--- config.mk ---
export PLATFORM = sky130hd
export DESIGN_NAME = sha512_round
export DESIGN_NICKNAME = d
export VERILOG_FILES = /design/src/rtl/sha512_pkg.sv /design/src/rtl/sha512_round.sv
export SDC_FILE = /design/constraint.sdc
export NUM_CORES = 2
export LEC_CHECK = 0
export ABC_AREA = 0
export BUFFER_PORTS_ARGS = -buffer_cell sky130_fd_sc_hd__buf_4
export CORE_AREA = 8 8 543 545
export DETAILED_ROUTE_END_ITERATION = 6
export DIE_AREA = 0 0 551 553
export PLACE_DENSITY = 0.32
export RECOVER_POWER = 25
export SKIP_LAST_GASP = 1
export SLEW_MARGIN = 30
export SYNTH_ARGS = -nofsm -noshare
export SYNTH_HDL_FRONTEND = slang
export SYNTH_SLANG_ARGS = --single-unit
--- constraint.sdc ---
create_clock -name vclk -period 8.7
set_input_delay 0.87 -clock vclk [all_inputs]
set_output_delay 0.87 -clock vclk [all_outputs]
set_load 0.1 [all_outputs]
--- src/rtl/sha512_pkg.sv ---
`timescale 1ns / 1ps
package sha512_pkg;

    localparam int BLOCK_WORDS = 16;
    localparam int CHAIN_WORDS = 8;
    localparam int ROUNDS      = 80;
    localparam logic [6:0] LEN_FILL  = 7'd112;
    localparam logic [7:0] PAD_BYTE  = 8'h80;

    typedef logic [63:0] t_word;

    typedef struct packed {
        t_word a;
        t_word b;
        t_word c;
        t_word d;
        t_word e;
        t_word f;
        t_word g;
        t_word h;
    } t_work;

    typedef enum logic [3:0] {
        ST_IDLE,
        ST_PAD,
        ST_LEN,
        ST_LOAD,
        ST_ROUND,
        ST_FINAL,
        ST_OUT_RD,
        ST_OUT_CAP,
        ST_OUT_HOLD
    } t_state;

    function automatic t_word f_iv(input logic [2:0] i);
        t_word v;
        unique case (i)
            3'd0: v = 64'h6a09e667f3bcc908;
            3'd1: v = 64'hbb67ae8584caa73b;
            3'd2: v = 64'h3c6ef372fe94f82b;
            3'd3: v = 64'ha54ff53a5f1d36f1;
            3'd4: v = 64'h510e527fade682d1;
            3'd5: v = 64'h9b05688c2b3e6c1f;
            3'd6: v = 64'h1f83d9abfb41bd6b;
            default: v = 64'h5be0cd19137e2179;
        endcase
        return v;
    endfunction

    function automatic t_word f_k(input logic [6:0] r);
        t_word v;
        case (r)
            7'd0:  v = 64'h428a2f98d728ae22;  7'd1:  v = 64'h7137449123ef65cd;
            7'd2:  v = 64'hb5c0fbcfec4d3b2f;  7'd3:  v = 64'he9b5dba58189dbbc;
            7'd4:  v = 64'h3956c25bf348b538;  7'd5:  v = 64'h59f111f1b605d019;
            7'd6:  v = 64'h923f82a4af194f9b;  7'd7:  v = 64'hab1c5ed5da6d8118;
            7'd8:  v = 64'hd807aa98a3030242;  7'd9:  v = 64'h12835b0145706fbe;
            7'd10: v = 64'h243185be4ee4b28c;  7'd11: v = 64'h550c7dc3d5ffb4e2;
            7'd12: v = 64'h72be5d74f27b896f;  7'd13: v = 64'h80deb1fe3b1696b1;
            7'd14: v = 64'h9bdc06a725c71235;  7'd15: v = 64'hc19bf174cf692694;
            7'd16: v = 64'he49b69c19ef14ad2;  7'd17: v = 64'hefbe4786384f25e3;
            7'd18: v = 64'h0fc19dc68b8cd5b5;  7'd19: v = 64'h240ca1cc77ac9c65;
            7'd20: v = 64'h2de92c6f592b0275;  7'd21: v = 64'h4a7484aa6ea6e483;
            7'd22: v = 64'h5cb0a9dcbd41fbd4;  7'd23: v = 64'h76f988da831153b5;
            7'd24: v = 64'h983e5152ee66dfab;  7'd25: v = 64'ha831c66d2db43210;
            7'd26: v = 64'hb00327c898fb213f;  7'd27: v = 64'hbf597fc7beef0ee4;
            7'd28: v = 64'hc6e00bf33da88fc2;  7'd29: v = 64'hd5a79147930aa725;
            7'd30: v = 64'h06ca6351e003826f;  7'd31: v = 64'h142929670a0e6e70;
            7'd32: v = 64'h27b70a8546d22ffc;  7'd33: v = 64'h2e1b21385c26c926;
            7'd34: v = 64'h4d2c6dfc5ac42aed;  7'd35: v = 64'h53380d139d95b3df;
            7'd36: v = 64'h650a73548baf63de;  7'd37: v = 64'h766a0abb3c77b2a8;
            7'd38: v = 64'h81c2c92e47edaee6;  7'd39: v = 64'h92722c851482353b;
            7'd40: v = 64'ha2bfe8a14cf10364;  7'd41: v = 64'ha81a664bbc423001;
            7'd42: v = 64'hc24b8b70d0f89791;  7'd43: v = 64'hc76c51a30654be30;
            7'd44: v = 64'hd192e819d6ef5218;  7'd45: v = 64'hd69906245565a910;
            7'd46: v = 64'hf40e35855771202a;  7'd47: v = 64'h106aa07032bbd1b8;
            7'd48: v = 64'h19a4c116b8d2d0c8;  7'd49: v = 64'h1e376c085141ab53;
            7'd50: v = 64'h2748774cdf8eeb99;  7'd51: v = 64'h34b0bcb5e19b48a8;
            7'd52: v = 64'h391c0cb3c5c95a63;  7'd53: v = 64'h4ed8aa4ae3418acb;
            7'd54: v = 64'h5b9cca4f7763e373;  7'd55: v = 64'h682e6ff3d6b2b8a3;
            7'd56: v = 64'h748f82ee5defb2fc;  7'd57: v = 64'h78a5636f43172f60;
            7'd58: v = 64'h84c87814a1f0ab72;  7'd59: v = 64'h8cc702081a6439ec;
            7'd60: v = 64'h90befffa23631e28;  7'd61: v = 64'ha4506cebde82bde9;
            7'd62: v = 64'hbef9a3f7b2c67915;  7'd63: v = 64'hc67178f2e372532b;
            7'd64: v = 64'hca273eceea26619c;  7'd65: v = 64'hd186b8c721c0c207;
            7'd66: v = 64'heada7dd6cde0eb1e;  7'd67: v = 64'hf57d4f7fee6ed178;
            7'd68: v = 64'h06f067aa72176fba;  7'd69: v = 64'h0a637dc5a2c898a6;
            7'd70: v = 64'h113f9804bef90dae;  7'd71: v = 64'h1b710b35131c471b;
            7'd72: v = 64'h28db77f523047d84;  7'd73: v = 64'h32caab7b40c72493;
            7'd74: v = 64'h3c9ebe0a15c9bebc;  7'd75: v = 64'h431d67c49c100d4c;
            7'd76: v = 64'h4cc5d4becb3e42b6;  7'd77: v = 64'h597f299cfc657e2a;
            7'd78: v = 64'h5fcb6fab3ad6faec;  7'd79: v = 64'h6c44198c4a475817;
            default: v = '0;
        endcase
        return v;
    endfunction

endpackage

--- src/rtl/sha512_round.sv ---
`timescale 1ns / 1ps
module sha512_round (
    input  sha512_pkg::t_work i_work,
    input  sha512_pkg::t_word i_k,
    input  sha512_pkg::t_word i_w0,
    input  sha512_pkg::t_word i_w1,
    input  sha512_pkg::t_word i_w9,
    input  sha512_pkg::t_word i_w14,
    output sha512_pkg::t_work o_work,
    output sha512_pkg::t_word o_wnext
);
    import sha512_pkg::*;

    t_word big_s0, big_s1, ch, maj, t1, t2, sm0, sm1;

    always_comb begin
        big_s1 = {i_work.e[13:0], i_work.e[63:14]} ^ {i_work.e[17:0], i_work.e[63:18]}
               ^ {i_work.e[40:0], i_work.e[63:41]};
        big_s0 = {i_work.a[27:0], i_work.a[63:28]} ^ {i_work.a[33:0], i_work.a[63:34]}
               ^ {i_work.a[38:0], i_work.a[63:39]};
        ch  = (i_work.e & i_work.f) ^ (~i_work.e & i_work.g);
        maj = (i_work.a & i_work.b) ^ (i_work.a & i_work.c) ^ (i_work.b & i_work.c);
        t1  = i_work.h + big_s1 + ch + i_k + i_w0;
        t2  = big_s0 + maj;
        o_work.h = i_work.g;
        o_work.g = i_work.f;
        o_work.f = i_work.e;
        o_work.e = i_work.d + t1;
        o_work.d = i_work.c;
        o_work.c = i_work.b;
        o_work.b = i_work.a;
        o_work.a = t1 + t2;
        sm0 = {i_w1[0], i_w1[63:1]} ^ {i_w1[7:0], i_w1[63:8]} ^ (i_w1 >> 7);
        sm1 = {i_w14[18:0], i_w14[63:19]} ^ {i_w14[60:0], i_w14[63:61]} ^ (i_w14 >> 6);
        o_wnext = i_w0 + sm0 + i_w9 + sm1;
    end

endmodule

==> impl_metrics.toml <==
[status]
status = "finished, violations left"
violations = "negative setup slack"

[layout]
nClkBuffers = 0
seq_cells = 0
area.growth.synth_to_final_pct = 74.2
nets = 7791
mostFrequentLayoutCell = "buf_4"
fin_util_pct = 20.5
register_area_sq_um = 0
drive_gt1_share_pct = 45.5
layout_common_cells = "buf_4, inv_1, xnor2_1, fa_1, a21oi_1"

[worst_setup_path]
critPathLaunchType = "primary input"
worstPathMaxFanout = 4
worstPathArrival_ps = 8240
critical_path_class = "primary input to output pin"
critPathTopFamily = "adder cells"
cpMostUsedCell = "buf_4"
path_buf_inv = 13
end_kind = "output pin"
slowest_stage = "fa_2"
crit_required_ps = 7830
slowest_delay_ps = 740

[route]
ant_nets = 0
routed_wl_microns = 331000
vias_per_cell = 3.73
vias = 37800
routedWlPerCell_microns = 32.7
first_pass_iters = 7
drt-initial-drc-count = 1973
drc = 0

[global_routing]
antenna_found_initial = 93
grt_overflow = 0
track_usage_pct = 20.6
grt_max_degree = 11
grt_pass1_wl_microns = 418000
grt_pass1_vias = 41600

[sta]
finalCritPeriodShare_pct = 105
fin_crit_ps = 9110
drv_slew = 0
clock.fmax_ghz = 0.110
setup_viol = 36
hold_viol_final = 0
setup_tns_ps = -8280
fin_ws_ps = -414
relSlewSlack_pct = 9.78
rsz0062_at_grt = "true"
tightest_slew_ps = 1360

[floorplan]
num_io_pins = 1408
fp.dieW_microns = 551
die-area_sq_um = 305000
start_util_pct = 11.8
die_y_microns = 553
rows = 197
core_sq_um = 286000

[synth]
synthesis.area_sq_um = 33800
syn_avg_cell_area_sq_um = 7.83
yosysSeqAreaShare_pct = 0
ys_types = 92
syn-num-nets = 5776
synth_cells = 4313
yosys_warnings = 0

[clock_network]
hold_buffers = 0

[place]
numPortBuffers = 1408
dp_hpwl_microns = 312000
gp_congestion = 0.968

[run]
max_cap_violations = 0

[worst_hold_path]
worstHoldPathType = "primary input to output pin"
[layer usage]
layer  GRT usage (%)  share of wire, %  wire [microns]  up-vias
met2            40.4                53          176000     1320
met3            4.12               5.8           19000      241
met4            3.62               2.7            8910       34
met1            22.9                38          127000    18600
met5               0             0.066             220        -
li1                -                 -               -    17600
[synthesized netlist by cell type (17+ instances only)]
cell type / count / share of area [%]
nand4_1: 59 / 1.1
ha_1: 252 / 9.3
nor2_1: 139 / 1.5
nor2b_1: 33 / 0.61
nand2_1: 198 / 2.2
xor2_1: 254 / 6.6
o21a_1: 27 / 0.60
o21bai_1: 63 / 1.4
o21ai_1: 17 / 0.25
nand2b_1: 19 / 0.35
and2_1: 17 / 0.31
a21oi_1: 295 / 4.4
xnor2_1: 496 / 13
maj3_1: 43 / 1.3
o21ai_0: 146 / 2.2
nor3_1: 35 / 0.52
a21o_1: 167 / 3.7
inv_1: 757 / 8.4
nand3_1: 51 / 0.76
a211oi_1: 18 / 0.40
and3_1: 41 / 0.76
mux2_2: 22 / 0.73
a31oi_1: 28 / 0.52
mux2i_1: 42 / 1.2
buf_4: 385 / 8.6
clkbuf_1: 104 / 1.2
buf_2: 17 / 0.25
fa_1: 379 / 22
[cells by family after synthesis]
logic type | count (synthesis) | share of synthesized area (%)
AOI/OAI and AO/OA | 910 | 17.6
xor gates and xnor gates | 752 | 19.6
adders and majority gates | 674 | 33.1
buffers and inverters | 1265 | 18.4
muxes | 64 | 1.98
and+or+nand+nor | 648 | 9.38
[cell type report]
type | instances | area [sq um]
Inverter | 757 | 2870
Antenna cell | 16 | 40.0
Multi-Input combinational cell | 3048 | 30900
Fill cell | 32500 | 228000
Tap cell | 3781 | 4730
Timing Repair Buffer | 2521 | 20200
[stage by stage]
step	area, sq um	instances	hold WS [ps]	setup slack [ps]
after floorplan	34200	4313	1950	-411
after global placement	55100	10000	2080	-1850
after detailed placement	55100	10000	2080	-1550
after CTS	57700	10100	2080	-605
after global routing	58800	10100	2100	-657
final	58800	10100	2100	-414
[what timing repair did]
action / in CTS / in global routing
gates resized for setup: 390 / 257
setup buffers: 69 / 71
endpoints found under the setup margin: 76 / 70
pin swaps: 178 / 219
[path summary, 6_finish.rpt]
check	cells after the start	slack, ps	start	endpoint
max	33	-410	i_work[11]	o_work[508]
min	2	2100	i_work[99]	o_work[35]
Power is not shown: default switching activity piles up to over one toggle a cycle in this logic, so the estimate is an artifact.
